==> src/rtl/assert_macros.svh <==
// Assertion macros shared by the RTL of the I2C bit engine.
// Depends on a clock named clk and a synchronous reset named rst in the using module.
`ifndef ASSERT_MACROS_SVH
`define ASSERT_MACROS_SVH

`ifndef SYNTH
`define ASSERT_ALWAYS(lbl, prop, msg) \
  lbl: assert property (@(posedge clk) disable iff (rst) (prop)) else $error(msg);
`else
`define ASSERT_ALWAYS(lbl, prop, msg)
`endif

`ifndef SYNTH
`define ASSERT_IMPLIES(lbl, ante, cons, msg) \
  lbl: assert property (@(posedge clk) disable iff (rst) (ante) |-> (cons)) else $error(msg);
`else
`define ASSERT_IMPLIES(lbl, ante, cons, msg)
`endif

`endif

==> src/rtl/i2cm_pkg.sv <==
// Shared types and codes of the I2C bit engine: command kinds, sequence phases,
// register indexes and the decoded tick item. No dependencies.
package i2cm_pkg;

  typedef enum logic [2:0] {
    CMD_START    = 3'd0,
    CMD_STOP     = 3'd1,
    CMD_WRITE    = 3'd2,
    CMD_READ     = 3'd3,
    CMD_ACK      = 3'd4,
    CMD_WAIT_ACK = 3'd5
  } cmd_e_t;

  typedef enum logic [3:0] {
    PH_IDLE    = 4'd0,
    PH_ST_A    = 4'd1,
    PH_ST_B    = 4'd2,
    PH_ST_C    = 4'd3,
    PH_P_LOW   = 4'd4,
    PH_P_HIGH  = 4'd5,
    PH_P_END   = 4'd6,
    PH_K_LOW   = 4'd7,
    PH_K_HIGH  = 4'd8,
    PH_A_REL   = 4'd9,
    PH_A_POLL  = 4'd10,
    PH_W_SETUP = 4'd11,
    PH_W_HIGH  = 4'd12,
    PH_W_LOW   = 4'd13,
    PH_R_LOW   = 4'd14,
    PH_R_HIGH  = 4'd15
  } phase_t;

  localparam logic [1:0] CFG_HALF_PERIOD = 2'd0;
  localparam logic [1:0] CFG_SETUP       = 2'd1;
  localparam logic [1:0] CFG_POLL_LIMIT  = 2'd2;

  localparam logic [15:0] HALF_PERIOD_RST = 16'd5;
  localparam logic [15:0] SETUP_RST       = 16'd1;
  localparam logic [3:0]  POLL_LIMIT_RST  = 4'd9;

  localparam logic [2:0] BIT_LAST = 3'd7;

  // One tick item after decode: cmd_ok is set only for a known command kind.
  typedef struct packed {
    logic       cmd_ok;
    cmd_e_t     cmd;
    logic [7:0] tx_byte;
    logic       ack_bit;
    logic       sda_in;
  } tick_t;

endpackage

==> src/rtl/i2cm_front.sv <==
// Front end of the I2C bit engine: takes tick items, decodes the command
// and queues them in a two-entry buffer for the engine. Uses i2cm_pkg.
module i2cm_front (
  input  logic                 clk,
  input  logic                 rst,
  input  logic                 in_valid,
  output logic                 in_ready,
  input  logic                 cmd_valid,
  input  logic [2:0]           kind,
  input  logic [7:0]           tx_byte,
  input  logic                 ack_bit,
  input  logic                 sda_in,
  output logic                 q_valid,
  output i2cm_pkg::tick_t      q_item,
  input  logic                 q_pop
);
  import i2cm_pkg::*;

  tick_t      slot [2];
  tick_t      dec;
  logic       wr_ptr;
  logic       rd_ptr;
  logic [1:0] count;
  logic       push;

  always_comb begin
    dec.cmd_ok  = cmd_valid && (kind inside {[CMD_START:CMD_WAIT_ACK]});
    dec.cmd     = cmd_e_t'(kind);
    dec.tx_byte = tx_byte;
    dec.ack_bit = ack_bit;
    dec.sda_in  = sda_in;
  end

  assign in_ready = (count != 2'd2);
  assign push     = in_valid && in_ready;
  assign q_valid  = (count != 2'd0);
  assign q_item   = slot[rd_ptr];

  always_ff @(posedge clk) begin
    if (push) begin
      slot[wr_ptr] <= dec;
    end
  end

  always_ff @(posedge clk) begin
    if (rst) begin
      wr_ptr <= 1'b0;
      rd_ptr <= 1'b0;
      count  <= 2'd0;
    end else begin
      if (push) begin
        wr_ptr <= ~wr_ptr;
      end
      if (q_pop) begin
        rd_ptr <= ~rd_ptr;
      end
      case ({push, q_pop})
        2'b10:   count <= count + 2'd1;
        2'b01:   count <= count - 2'd1;
        default: count <= count;
      endcase
    end
  end

endmodule

==> src/rtl/i2cm_engine.sv <==
// Back end of the I2C bit engine: bus sequencer, configuration registers and
// the output register. Uses i2cm_pkg and assert_macros.svh.
`include "assert_macros.svh"

module i2cm_engine #(
  parameter int COUNTER_WIDTH = 16
) (
  input  logic                 clk,
  input  logic                 rst,
  input  logic                 cfg_wr_en,
  input  logic [1:0]           cfg_index,
  input  logic [15:0]          cfg_data,
  input  logic                 q_valid,
  input  i2cm_pkg::tick_t      q_item,
  output logic                 q_pop,
  output logic                 out_valid,
  input  logic                 out_ready,
  output logic                 scl_line,
  output logic                 sda_line,
  output logic                 sda_driven,
  output logic                 busy_res,
  output logic                 done_res,
  output logic [7:0]           rx_byte,
  output logic                 nack
);
  import i2cm_pkg::*;

  localparam logic [32:0] CNT_TOP = (33'd1 << COUNTER_WIDTH) - 33'd1;

  logic [15:0] half_period_ticks;
  logic [15:0] setup_ticks;
  logic [3:0]  ack_poll_limit;

  phase_t                   phase, phase_next;
  logic [COUNTER_WIDTH-1:0] time_count, time_count_next;
  logic [2:0]               bit_index, bit_index_next;
  logic [7:0]               data_shift, data_shift_next;
  logic [3:0]               polls_left, polls_left_next;
  logic                     scl_reg, scl_reg_next;
  logic                     sda_reg, sda_reg_next;
  logic                     drive_reg, drive_reg_next;
  logic                     nack_reg, nack_reg_next;
  logic [7:0]               rx_hold, rx_hold_next;
  logic                     done_next;
  logic [COUNTER_WIDTH-1:0] half_ld;
  logic [COUNTER_WIDTH-1:0] setup_ld;

  // Clamp a delay to the counter range, never below one tick.
  function automatic logic [COUNTER_WIDTH-1:0] load_wait(input logic [15:0] n);
    logic [32:0] wide;
    wide = {17'd0, n};
    if (wide > CNT_TOP) begin
      wide = CNT_TOP;
    end
    if (wide == 33'd0) begin
      wide = 33'd1;
    end
    return wide[COUNTER_WIDTH-1:0];
  endfunction

  assign half_ld  = load_wait(half_period_ticks);
  assign setup_ld = load_wait(setup_ticks);

  // Advance one tick whenever an item is queued and the output slot is free or being taken.
  assign q_pop = q_valid && (!out_valid || out_ready);

  always_ff @(posedge clk) begin
    if (rst) begin
      half_period_ticks <= HALF_PERIOD_RST;
      setup_ticks       <= SETUP_RST;
      ack_poll_limit    <= POLL_LIMIT_RST;
    end else if (cfg_wr_en) begin
      case (cfg_index)
        CFG_HALF_PERIOD: half_period_ticks <= cfg_data;
        CFG_SETUP:       setup_ticks       <= cfg_data;
        CFG_POLL_LIMIT:  ack_poll_limit    <= cfg_data[3:0];
        default:         ;
      endcase
    end
  end

  always_comb begin
    phase_next      = phase;
    time_count_next = time_count;
    bit_index_next  = bit_index;
    data_shift_next = data_shift;
    polls_left_next = polls_left;
    scl_reg_next    = scl_reg;
    sda_reg_next    = sda_reg;
    drive_reg_next  = drive_reg;
    nack_reg_next   = nack_reg;
    rx_hold_next    = rx_hold;
    done_next       = 1'b0;

    if (phase == PH_IDLE) begin
      if (q_item.cmd_ok) begin
        case (q_item.cmd)
          CMD_START: begin
            drive_reg_next  = 1'b1;
            scl_reg_next    = 1'b1;
            sda_reg_next    = 1'b1;
            time_count_next = half_ld;
            phase_next      = PH_ST_A;
          end
          CMD_STOP: begin
            drive_reg_next  = 1'b1;
            scl_reg_next    = 1'b0;
            sda_reg_next    = 1'b0;
            time_count_next = half_ld;
            phase_next      = PH_P_LOW;
          end
          CMD_WRITE: begin
            drive_reg_next  = 1'b1;
            data_shift_next = q_item.tx_byte;
            bit_index_next  = 3'd0;
            sda_reg_next    = q_item.tx_byte[7];
            if (setup_ticks == 16'd0) begin
              scl_reg_next    = 1'b1;
              time_count_next = half_ld;
              phase_next      = PH_W_HIGH;
            end else begin
              scl_reg_next    = 1'b0;
              time_count_next = setup_ld;
              phase_next      = PH_W_SETUP;
            end
          end
          CMD_READ: begin
            drive_reg_next  = 1'b0;
            sda_reg_next    = 1'b1;
            scl_reg_next    = 1'b0;
            bit_index_next  = 3'd0;
            data_shift_next = 8'd0;
            time_count_next = half_ld;
            phase_next      = PH_R_LOW;
          end
          CMD_ACK: begin
            drive_reg_next  = 1'b1;
            scl_reg_next    = 1'b0;
            sda_reg_next    = 1'b0;
            data_shift_next = {7'd0, q_item.ack_bit};
            time_count_next = half_ld;
            phase_next      = PH_K_LOW;
          end
          CMD_WAIT_ACK: begin
            drive_reg_next  = 1'b0;
            sda_reg_next    = 1'b1;
            polls_left_next = ack_poll_limit;
            time_count_next = half_ld;
            phase_next      = PH_A_REL;
          end
          default: ;
        endcase
      end
    end else if (time_count > COUNTER_WIDTH'(1)) begin
      time_count_next = time_count - COUNTER_WIDTH'(1);
    end else begin
      // Wait expired: take the next step of the sequence.
      time_count_next = half_ld;
      case (phase)
        PH_ST_A: begin
          sda_reg_next = 1'b0;
          phase_next   = PH_ST_B;
        end
        PH_ST_B: begin
          scl_reg_next = 1'b0;
          phase_next   = PH_ST_C;
        end
        PH_P_LOW: begin
          scl_reg_next = 1'b1;
          phase_next   = PH_P_HIGH;
        end
        PH_P_HIGH: begin
          sda_reg_next = 1'b1;
          phase_next   = PH_P_END;
        end
        PH_K_LOW: begin
          sda_reg_next = data_shift[0];
          scl_reg_next = 1'b1;
          phase_next   = PH_K_HIGH;
        end
        PH_K_HIGH: begin
          scl_reg_next = 1'b0;
          sda_reg_next = 1'b0;
          phase_next   = PH_IDLE;
        end
        PH_A_REL: begin
          scl_reg_next = 1'b1;
          phase_next   = PH_A_POLL;
        end
        PH_A_POLL: begin
          if (polls_left == 4'd0) begin
            // Timeout: flag and run a stop.
            nack_reg_next  = 1'b1;
            drive_reg_next = 1'b1;
            scl_reg_next   = 1'b0;
            sda_reg_next   = 1'b0;
            phase_next     = PH_P_LOW;
          end else if (!q_item.sda_in) begin
            scl_reg_next   = 1'b0;
            drive_reg_next = 1'b1;
            nack_reg_next  = 1'b0;
            phase_next     = PH_IDLE;
          end else begin
            polls_left_next = polls_left - 4'd1;
          end
        end
        PH_W_SETUP: begin
          scl_reg_next = 1'b1;
          phase_next   = PH_W_HIGH;
        end
        PH_W_HIGH: begin
          scl_reg_next = 1'b0;
          phase_next   = PH_W_LOW;
        end
        PH_W_LOW: begin
          if (bit_index == BIT_LAST) begin
            phase_next = PH_IDLE;
          end else begin
            bit_index_next  = bit_index + 3'd1;
            data_shift_next = {data_shift[6:0], 1'b0};
            sda_reg_next    = data_shift[6];
            if (setup_ticks == 16'd0) begin
              scl_reg_next = 1'b1;
              phase_next   = PH_W_HIGH;
            end else begin
              scl_reg_next    = 1'b0;
              time_count_next = setup_ld;
              phase_next      = PH_W_SETUP;
            end
          end
        end
        PH_R_LOW: begin
          scl_reg_next = 1'b1;
          phase_next   = PH_R_HIGH;
        end
        PH_R_HIGH: begin
          data_shift_next = {data_shift[6:0], q_item.sda_in};
          scl_reg_next    = 1'b0;
          if (bit_index == BIT_LAST) begin
            rx_hold_next = {data_shift[6:0], q_item.sda_in};
            phase_next   = PH_IDLE;
          end else begin
            bit_index_next = bit_index + 3'd1;
            phase_next     = PH_R_LOW;
          end
        end
        default: begin
          phase_next = PH_IDLE;
        end
      endcase
      if (phase_next == PH_IDLE) begin
        time_count_next = '0;
        done_next       = 1'b1;
      end
    end
  end

  always_ff @(posedge clk) begin
    if (rst) begin
      phase      <= PH_IDLE;
      time_count <= '0;
      bit_index  <= 3'd0;
      data_shift <= 8'd0;
      polls_left <= 4'd0;
      scl_reg    <= 1'b1;
      sda_reg    <= 1'b1;
      drive_reg  <= 1'b1;
      nack_reg   <= 1'b0;
      rx_hold    <= 8'd0;
    end else if (q_pop) begin
      phase      <= phase_next;
      time_count <= time_count_next;
      bit_index  <= bit_index_next;
      data_shift <= data_shift_next;
      polls_left <= polls_left_next;
      scl_reg    <= scl_reg_next;
      sda_reg    <= sda_reg_next;
      drive_reg  <= drive_reg_next;
      nack_reg   <= nack_reg_next;
      rx_hold    <= rx_hold_next;
    end
  end

  always_ff @(posedge clk) begin
    if (rst) begin
      out_valid <= 1'b0;
    end else if (q_pop) begin
      out_valid <= 1'b1;
    end else if (out_ready) begin
      out_valid <= 1'b0;
    end
  end

  always_ff @(posedge clk) begin
    if (q_pop) begin
      scl_line   <= scl_reg_next;
      sda_line   <= sda_reg_next;
      sda_driven <= drive_reg_next;
      busy_res   <= (phase_next != PH_IDLE);
      done_res   <= done_next;
      rx_byte    <= rx_hold_next;
      nack       <= nack_reg_next;
    end
  end

  `ASSERT_IMPLIES(a_busy_has_wait, phase != PH_IDLE, time_count != '0, "busy with no wait loaded")
  `ASSERT_IMPLIES(a_released_high, !drive_reg, sda_reg, "SDA released but level not high")
  `ASSERT_IMPLIES(a_done_is_idle, out_valid && done_res, !busy_res, "done shown while busy")
  `ASSERT_ALWAYS(a_pop_needs_item, !q_pop || q_valid, "tick taken from an empty queue")

endmodule

==> src/rtl/i2c_bit_level_master_unit.sv <==
// I2C bit engine top level: one tick item in, one line-state result out.
// Path: an accepted item waits in the queue, then the sequencer registers its result.
// Throughput: one item per cycle while the result is taken (out_ready); the sequencer advances one tick per item taken.
// Reset (rst, synchronous): idle, SCL and SDA state driven high, nack state clear,
// configuration back to half period 5, setup 1, poll limit 9, queue empty.
module i2c_bit_level_master_unit #(
  parameter int COUNTER_WIDTH = 16
) (
  input  logic        clk,
  input  logic        rst,
  input  logic        in_valid,
  output logic        in_ready,
  input  logic        cmd_valid,
  input  logic [2:0]  kind,
  input  logic [7:0]  tx_byte,
  input  logic        ack_bit,
  input  logic        sda_in,
  output logic        out_valid,
  input  logic        out_ready,
  output logic        scl_line,
  output logic        sda_line,
  output logic        sda_driven,
  output logic        busy_res,
  output logic        done_res,
  output logic [7:0]  rx_byte,
  output logic        nack,
  input  logic        cfg_wr_en,
  input  logic [1:0]  cfg_index,
  input  logic [15:0] cfg_data
);
  import i2cm_pkg::*;

  logic  q_valid;
  logic  q_pop;
  tick_t q_item;

  i2cm_front u_front (
    .clk       (clk),
    .rst       (rst),
    .in_valid  (in_valid),
    .in_ready  (in_ready),
    .cmd_valid (cmd_valid),
    .kind      (kind),
    .tx_byte   (tx_byte),
    .ack_bit   (ack_bit),
    .sda_in    (sda_in),
    .q_valid   (q_valid),
    .q_item    (q_item),
    .q_pop     (q_pop)
  );

  i2cm_engine #(
    .COUNTER_WIDTH (COUNTER_WIDTH)
  ) u_engine (
    .clk        (clk),
    .rst        (rst),
    .cfg_wr_en  (cfg_wr_en),
    .cfg_index  (cfg_index),
    .cfg_data   (cfg_data),
    .q_valid    (q_valid),
    .q_item     (q_item),
    .q_pop      (q_pop),
    .out_valid  (out_valid),
    .out_ready  (out_ready),
    .scl_line   (scl_line),
    .sda_line   (sda_line),
    .sda_driven (sda_driven),
    .busy_res   (busy_res),
    .done_res   (done_res),
    .rx_byte    (rx_byte),
    .nack       (nack)
  );

endmodule
==> config.mk <==
export PLATFORM = sky130hd
export DESIGN_NAME = i2c_bit_level_master_unit
export DESIGN_NICKNAME = d
export VERILOG_FILES = /design/src/rtl/i2cm_pkg.sv /design/src/rtl/i2cm_front.sv /design/src/rtl/i2cm_engine.sv /design/src/rtl/i2c_bit_level_master_unit.sv
export VERILOG_INCLUDE_DIRS = /design/src /design/src/rtl
export SDC_FILE = /design/constraint.sdc
export NUM_CORES = 1
export LEC_CHECK = 0
export BUFFER_PORTS_ARGS = -buffer_cell sky130_fd_sc_hd__clkbuf_2
export CORE_ASPECT_RATIO = 0.7
export CORE_MARGIN = 1
export CORE_UTILIZATION = 45
export CTS_CLUSTER_DIAMETER = 50
export DETAILED_ROUTE_END_ITERATION = 8
export SLEW_MARGIN = 20
export SYNTH_ARGS = -nofsm -noshare
export SYNTH_HDL_FRONTEND = slang
export SYNTH_SLANG_ARGS = --single-unit
==> constraint.sdc <==
create_clock -name clk -period 3.1 [get_ports clk]
set_input_delay 0.31 -clock clk [delete_from_list [all_inputs] [get_ports clk]]
set_output_delay 0.31 -clock clk [all_outputs]
set_load 0.02 [all_outputs]
### Word-level counts from Yosys, hierarchy flattened

Memories as Yosys holds them, arrays and structs flattened. A register that Yosys moved wholly into a read port is not among the register bits.
Index checks and enable logic that the tools add are counted.

* bits in registers: 101
* bits in writable memories: 28
* input port bits: 37
* output and inout bits: 16
* word-level logic and storage cells: 188
* memories: 1

Memory list
* u_front.slot: words 2, width 14, read ports 1, clocked after Yosys merged registers in 1, wr ports 1, line i2cm_front.sv:19 `tick_t slot [2];`

* add/subtract/negate cells: 5
* order comparisons: 3
* eq/ne operators: 33
* mux-type cells: 80
* bitwise gates (word level): 2
* reductions and logical operators: 40

Operator list (count)
* $mux W16: 8
* $mux W4: 16
* $pmux W4 S12: 1
* $eq A4 B4 Y1 const B: 8
* $logic_not A16 Y1: 2
* $mux W8: 4
* $pmux W16 S2: 1
* $mux W1: 30
* $mux W7: 4
* $pmux W4 S6: 1
* $mux W3: 7
* $pmux W7 S3: 1
* $gt A16 B1 Y1 const B: 1
* $sub A16 B1 Y16 const B: 1
* $pmux W7 S2: 1
* $eq A4 B3 Y1 const B: 3
* $logic_not A4 Y1: 3
* $reduce_and A6 Y1: 2
* $reduce_bool A2 Y1: 6
* $reduce_or A2 Y1: 6
* $reduce_or A5 Y1: 2
* $eq A3 B3 Y1 const B: 3
* $ne A2 B2 Y1 const B: 4
* $reduce_or A4 Y1: 2
* 33 further kinds: 46

### Logic depth before layout (Yosys ltp)

Gate-level depths: netlist of the first run.

* depth in word-level cells: 10
* gate-level depth with buffers: 9
* gate-level depth less buffers: 8

### Hierarchy

From an unflattened synthesis of the first run, not the netlist that was laid out.

* cell total of the unflattened synthesis: 760
* area, all modules: 6862.8 um^2

By module, submodules not included
* i2cm_engine: times used 1, cells each 693, area each 5636.7 um^2, sequential area each 2082.0 um^2
* i2cm_front: times used 1, cells each 67, area each 1226.2 um^2, sequential area each 940.9 um^2

### Least setup slack after synthesis of the first run

OpenSTA, ideal clock, no wires.

* path type: register to register
* start point: register u_engine.time_count[8]
* end point: register u_engine.rx_byte[0], data pin
* library setup time: 0.260 ns
* data arrival time: 2.219 ns
* data required time: 2.840 ns
* setup slack: 0.621 ns
* cell stages (with the launch flop): 7
* path buffers: 2
* clock period less this slack: 2.479 ns
* cells stage by stage: dfxtp_1 > or4_1 > buf_2 > or2_1 > buf_6 > nor4_4 > mux2_2

* longest elaborated chain between the ends: 3

Ends and longest elaborated chain
* start, declared: line i2cm_engine.sv:35 `logic [COUNTER_WIDTH-1:0] time_count, time_count_next;`
* start signal, assigned: line i2cm_engine.sv:272 `time_count <= time_count_next;`
* $gt A16 B1 Y1: line i2cm_engine.sv:154 `end else if (time_count > COUNTER_WIDTH'(1)) begin`
* $mux W8: line i2cm_engine.sv:154
* $mux W8: line i2cm_engine.sv:95 `if (phase == PH_IDLE) begin`
* named net u_engine.rx_hold_next[0]: line i2cm_engine.sv:43 `logic [7:0] rx_hold, rx_hold_next;`
* end signal, assigned: line i2cm_engine.sv:301 `rx_byte <= rx_hold_next;`
* end, declared: line i2cm_engine.sv:23 `output logic [7:0] rx_byte,`

The timed path passes the listed nets, and every way through them passes these cells.
A chain may end at the register's enable or synchronous reset.

### Final worst setup path of the first run

* start point: register u_engine.time_count[8]
* end point: register u_engine.rx_hold[1]

* longest elaborated chain between the ends: 3

Ends and longest elaborated chain
* $gt A16 B1 Y1: line i2cm_engine.sv:154
* $mux W8: line i2cm_engine.sv:154
* $mux W8: line i2cm_engine.sv:95
* end signal, assigned: line i2cm_engine.sv:280 `rx_hold <= rx_hold_next;`
* end, declared: line i2cm_engine.sv:43

No other way between the ends.

==> run_results.csv, run 1 <==
group,metric,value,unit
synthesis,syn_inst,772,
route,ant_nets,0,
hold_path,hold_depth,1,
floorplan,initial_core_util,46.11,%
synthesis,synth_ff_type,"dfxtp_1",
global_routing,antenna_found_initial,0,
clock_network,cts_tree,"done",
synthesis,synth_edf_count,42,
sta,setup_viol,0,
floorplan,fp.coreArea,14720,um2
power,power_density,1123,nW/um2
global_routing,grt_util_all_layers,26.92,%
synthesis,ys_seq_area_share,44.53,%
route,wire_per_inst,19.78,um
setup_path,cp_max_fo,9,
synthesis,ys_async_sr_fraction,0,%
clock_network,cts_hold_buf,0,
floorplan,dieArea,15590,um2
finish,regMostFlops,"u_front.slot",
clock_network,cts_setup_buffers,0,
route,finalWirelength,20450,um
synthesis,yosysTopAreaCellShare,25.95,%
place,dp_hpwl,15110,um
synthesis,synthTopCellsByCount,"nand2_1 (126), a21oi_1 (89), dfxtp_1 (88), nor2_1 (56), edfxtp_1 (42)",
setup_path,critical_path.startpoint_type,"flip-flop",
finish,n_antenna_cell,0,
clock_network,ctsRootBufferMaster,"clkbuf_16",
finish,largest_reg_flops,28,
sta,report.final.slew_viol_count,0,
setup_path,critPathCapture,"u_engine.rx_hold[1]",
global_routing,use_met2,33.48,%
setup_path,reg2reg_from,"u_engine.time_count[8]",
power,total_power,8.939,mW
finish,drive_gt1_share,17.28,%
setup_path,rr_worst_depth,6,
global_routing,gr-total-overflow,0,
global_routing,grt_first_pass_wirelength,32000,um
finish,instances_no_fill,1034,
route,drtIter0Drc,733,
setup_path,cp-end-kind,"flip-flop",
hold_path,worstHoldStart,"tx_byte[4]",
setup_path,startpoint,"u_engine.time_count[8]",
global_routing,grtUsageMet1,41.87,%
setup_path,critPathMaxStageDelay,690,ps
route,vias,6347,
place,dp_worst_setup_slack,334.2,ps
place,postPlaceCellArea,7322,um2
setup_path,required,3370,ps
floorplan,fp.dieW,148.8,um
sta,fin_skew,14.29,ps
clock_network,clock_latency,430,ps
place,gp_congestion,0.9542,
sta,hold_violations,0,
clock_network,clock_path_buffers,2,
floorplan,die_height,104.8,um
power,vdd_drop_max,0.0007533,V
clock_network,cts_resized,0,
synthesis,ys_ff_latch,130,
sta,rsz0062_at_grt,"no",
outcome,status,"finished clean",
synthesis,synth_nets,815,
sta,period_share,91.07,%
global_routing,grt-busiest-layer,"met1",
finish,final_cell_area,7961,um2
power,total_leakage_power,2.941,nW
synthesis,ys_types,69,
finish,synthToLayoutAreaGrowth,17.29,%
synthesis,syn_area,6788,um2
synthesis,synth_area_leaders,"dfxtp_1 (26%), edfxtp_1 (19%), nand2_1 (7.0%), a21oi_1 (6.6%), mux2i_1 (4.4%)",
synthesis,ys_warn_count,0,
sta,setup-tns-final,0,ps
run,max-cap-violations,0,
floorplan,io_pins,53,
sta,timing.hold.ws,76.86,ps
clock_network,htreeDepth,4,
synthesis,synth.avg_cell_area,8.792,um2
sta,period_needed,2823,ps
global_routing,grt_start_max_net_pins,45,
setup_path,rrSetupSlack,280,ps
sta,finalWorstSetupSlack,276.8,ps
sta,max_freq,354.2,MHz
synthesis,synth_top_cell_by_area,"dfxtp_1",
setup_path,slowest_stage,"or4_1",
route,drc,0,
clock_network,cts_made_buffers,17,
clock_network,clkSinkCount,130,
finish,final_net_count,869,
route,viasPerCell,6.138,
setup_path,critical_path_arrival,3100,ps
setup_path,reg2reg_to,"u_engine.rx_hold[1]",
synthesis,synth.most_common_cell,"nand2_1",
sta,tightest_slew,806.5,ps
route,firstDrtPassIters,5,
clock_network,path_clk_slew,60,ps
global_routing,use_met3,10.74,%
setup_path,cp_common_cell,"nand2_1",
finish,final_util,54.08,%
sta,max_slew_margin,45.67,%
place,dp_cells,1002,
global_routing,grt_pass1_vias,5735,
hold_path,hold_path.class,"primary input to flip-flop",
place,portBuffers,52,
setup_path,path_cells,"or4_1 -> or2_1 -> nor4_4 -> nand2_1 -> nand2_1 -> a21oi_1",
floorplan,rows,37,
setup_path,crit_type,"flip-flop to flip-flop",
==> routing by layer <==
layer / part of all wire (%) / wire (um)
met5: 0 / 0
met4: 0.94 / 193
met3: 13 / 2640
met2: 38 / 7744
met1: 48 / 9874
==> how the worst min path moves through the flow <==
stage | end | slack [ps]
after floorplan | u_front.slot[0][0] | 410
after global placement | u_engine.rx_hold[2] | 440
after detailed placement | u_engine.rx_hold[3] | 450
after CTS | u_front.slot[0][8] | 70
after global routing | u_front.slot[1][6] | 60
final | u_front.slot[0][6] | 80
==> cell usage in the layout, fill, tap and decap left out, types with 5 or more instances in the layout <==
cell type  Yosys  layout
buf_4          2      29
or3_1          5       5
inv_1         12      12
nor4_1        14      13
nand2b_1       8       8
clkbuf_16      0      21
dfxtp_1       88      88
xor2_1         5       5
o2111ai_1      5       5
clkbuf_2       0      52
ha_1           6       6
nor2b_1        6       6
o21ai_0       32      32
and3_1         5       5
nand3_1       25      25
nand3b_1       5       5
o22ai_1        8       8
mux2i_1       30      30
nor3_1        14      14
a221oi_1       5       5
or4_1          7       7
a21oi_1       89      89
a311oi_1       6       6
o211ai_1      14      14
edfxtp_1      42      42
nor2_1        56      56
o21a_1         7       7
nand2_1      126     126
a211oi_1      10      10
xnor2_1        5       5
mux2_2        19      19
==> critical path, delay by kind of cell, from the launching register on <==
family	cells	cell delay, ps
AOI/OAI and AO/OA	1	70
and+or+nand+nor	5	2230
DFF	1	370
==> kinds of logic (layout without fill, tap and decap cells) <==
kind of cell               after synthesis  in the layout  share of synthesized area, %
AOI/OAI and AO/OA                      224            224                         21.16
DFF                                    130            130                         44.53
buffers and inverters                   58            125                         3.521
and+or+nand+nor                        295            295                         20.81
muxes                                   49             49                         7.576
adders and majority gates                6              6                         1.106
xor gates and xnor gates                10             10                         1.290
==> cell type report <==
cell class	instances	area [um2]
Fill cell	1382	6760
Multi-Input combinational cell	584	3532
Sequential cell	130	3023
Clock buffer	24	556.8
Timing Repair Buffer	81	478.0
Tap cell	195	244.0
Clock inverter	8	82.58
Inverter	12	45.04
==> power breakdown <==
group	switching (mW)	internal, mW	total, mW
logic	2.78	1.52	4.30
clock network	0.776	1.34	2.12
registers	0.379	2.14	2.52
Note: power is estimated with default switching activity, not from simulation.
==> inputs of run 2 (changes only) <==
ABC_AREA = 1   (was unset)
CTS_CLUSTER_DIAMETER = 150   (was 50)
REMOVE_ABC_BUFFERS = 1   (was unset)
==> run 2 against run 1 <==
Count of clock-buffer cells in the layout is 6 lower. Combinational power increased by 22%. Register-to-register slack better by 410 ps. Sequential power grew 2%. Critical endpoint is now u_engine.time_count[11].
==> run_results.csv, run 2 <==
group,metric,value,unit
route,wire_per_inst,15.56,um
floorplan,die_height,106.3,um
clock_network,cts_resized,0,
finish,mostFrequentLayoutCell,"nand2_1",
synthesis,ys_seq_area_share,43.24,%
synthesis,synth_top_family_by_area,"simple AND/OR/NAND/NOR gates",
clock_network,clkSinkCount,130,
place,portBuffers,52,
clock_network,cts_made_buffers,17,
place,gp_congestion,0.9124,
floorplan,rows,37,
synthesis,synth_ff_type,"dfxtp_1",
global_routing,antenna_found_initial,0,
finish,synthToLayoutAreaGrowth,14.71,%
hold_path,hold_path.class,"primary input to flip-flop",
setup_path,cp_max_fo,20,
synthesis,synth_edf_count,42,
clock_network,cts_hold_buf,0,
floorplan,fp.coreArea,14950,um2
sta,fin_skew,10.53,ps
place,dp_cells,1149,
sta,hold_violations,0,
synthesis,synth_top_cell_by_area,"dfxtp_1",
finish,final_net_count,1016,
synthesis,synth-xor-area-share,0.8769,%
route,drc,0,
sta,setup-tns-final,0,ps
synthesis,ys_warn_count,0,
clock_network,cts_setup_buffers,0,
synthesis,syn_area,6992,um2
run,max-cap-violations,0,
sta,period_share,77.88,%
power,total_leakage_power,3.481,nW
clock_network,htreeDepth,4,
finish,regMostFlops,"u_front.slot",
synthesis,synth_area_leaders,"dfxtp_1 (25%), edfxtp_1 (18%), nand2_1 (8.9%), a21oi_1 (6.8%), inv_1 (6.3%)",
synthesis,synth.most_common_cell,"nand2_1",
clock_network,clock_path_buffers,2,
route,viasPerCell,5.279,
synthesis,muxShareOfSynthArea,2.004,%
floorplan,dieArea,16050,um2
place,dp_hpwl,13150,um
synthesis,ys_types,50,
synthesis,synth.avg_cell_area,7.575,um2
route,firstDrtPassIters,5,
clock_network,path_clk_slew,60,ps
clock_network,cts_tree,"done",
route,drtIter0Drc,618,
route,ant_nets,0,
clock_network,ctsRootBufferMaster,"clkbuf_16",
power,vdd_drop_max,0.0005354,V
route,vias,6235,
synthesis,synth-compound-area-share,19.81,%
finish,n_antenna_cell,0,
setup_path,crit_type,"flip-flop to flip-flop",
finish,final_util,53.64,%
sta,report.final.slew_viol_count,0,
synthesis,synthTopCellsByCount,"nand2_1 (166), inv_1 (118), a21oi_1 (95), dfxtp_1 (88), o21ai_0 (88)",
synthesis,synthAdderAreaFrac,1.074,%
finish,instances_no_fill,1181,
outcome,status,"finished clean",
route,finalWirelength,18380,um
synthesis,ys_async_sr_fraction,0,%
global_routing,grt_first_pass_wirelength,30040,um
floorplan,io_pins,53,
clock_network,clock_latency,430,ps
setup_path,cp-end-kind,"flip-flop",
sta,max_slew_margin,43.65,%
finish,final_cell_mix,"nand2_1 (166), inv_1 (118), a21oi_1 (95)",
floorplan,fp.dieW,151.0,um
synthesis,yosysTopAreaCellShare,25.20,%
sta,setup_viol,0,
finish,largest_reg_flops,28,
sta,max_freq,414.2,MHz
setup_path,critical_path.startpoint_type,"flip-flop",
global_routing,grt_util_all_layers,24.63,%
sta,rsz0062_at_grt,"no",
global_routing,grt_start_max_net_pins,33,
setup_path,required,3460,ps
power,power_density,1231,nW/um2
sta,timing.hold.ws,67.50,ps
sta,period_needed,2414,ps
sta,tightest_slew,844.4,ps
floorplan,initial_core_util,46.76,%
synthesis,yosys.area_share.simple,23.41,%
finish,drive_gt1_share,16.13,%
global_routing,gr-total-overflow,0,
synthesis,syn_inst,923,
global_routing,grt_pass1_vias,5690,
synthesis,ys_ff_latch,130,
setup_path,critical_path_arrival,2770,ps
## run 2: path summary, 6_finish.rpt
check | startpoint | to | slack (ps) | cells after the start
max | flip-flop | u_engine.time_count[11] | 690 | 9
min | tx_byte[4] | u_front.slot[1][6] | 70 | 1
max reg2reg | flip-flop | u_engine.time_count[11] | 690 | 9
min reg2reg | u_front.rd_ptr | u_front.rd_ptr | 460 | 1
## run 2: cells by family (layout without fill, tap and decap cells)
| logic type | after synthesis | after routing |
|---|---|---|
| xor+xnor | 7 | 7 |
| buf+inv | 165 | 228 |
| simple gates | 353 | 353 |
| fa+ha+maj | 6 | 6 |
| mux | 14 | 14 |
| flops | 130 | 130 |
| compound gates | 248 | 248 |
## run 2: power by group
group / switching [mW] / internal, mW
Combinational: 3.62 / 1.63
Clock: 0.833 / 1.21
Sequential: 0.318 / 2.26
Total: 4.77 / 5.10
## run 2: layout make-up
type | count | area, um2
Sequential cell | 130 | 3023
Clock buffer | 18 | 429.2
Clock inverter | 14 | 165.2
Tap cell | 195 | 244.0
Timing Repair Buffer | 66 | 365.4
Fill cell | 1504 | 6933
Multi-Input combinational cell | 628 | 3303
Inverter | 130 | 490.5
## run 2: worst max-delay path: stages, from the launching register on
cell     delay (ps)
dfxtp_1         400
o21ai_0         630
inv_1           190
a21oi_2         250
o21ai_2         100
inv_2           350
o21ai_0         170
inv_1            90
nand2_1          60
a21oi_1         120
## run 2: per-stage QoR
step                instance area, um2  total power [mW]  setup slack, ps
finish                            8020             9.874            685.6
global route                      8020             10.67            461.3
floorplan                         6812             6.244            846.4
global placement                  7421             7.768            745.7
detailed placement                7421             7.759            781.8
CTS                               8015             9.851            752.6
## run 2: metal layers
metal | wire [um] | vias up | share of wire (%) | track usage, %
li1 | - | 3174 | - | -
met1 | 9635 | 2848 | 52 | 38.37
met2 | 7101 | 197 | 39 | 33.06
met3 | 1487 | 16 | 8.1 | 6.180
met4 | 157 | 0 | 0.85 | 6.000
met5 | 0 | - | 0 | 0
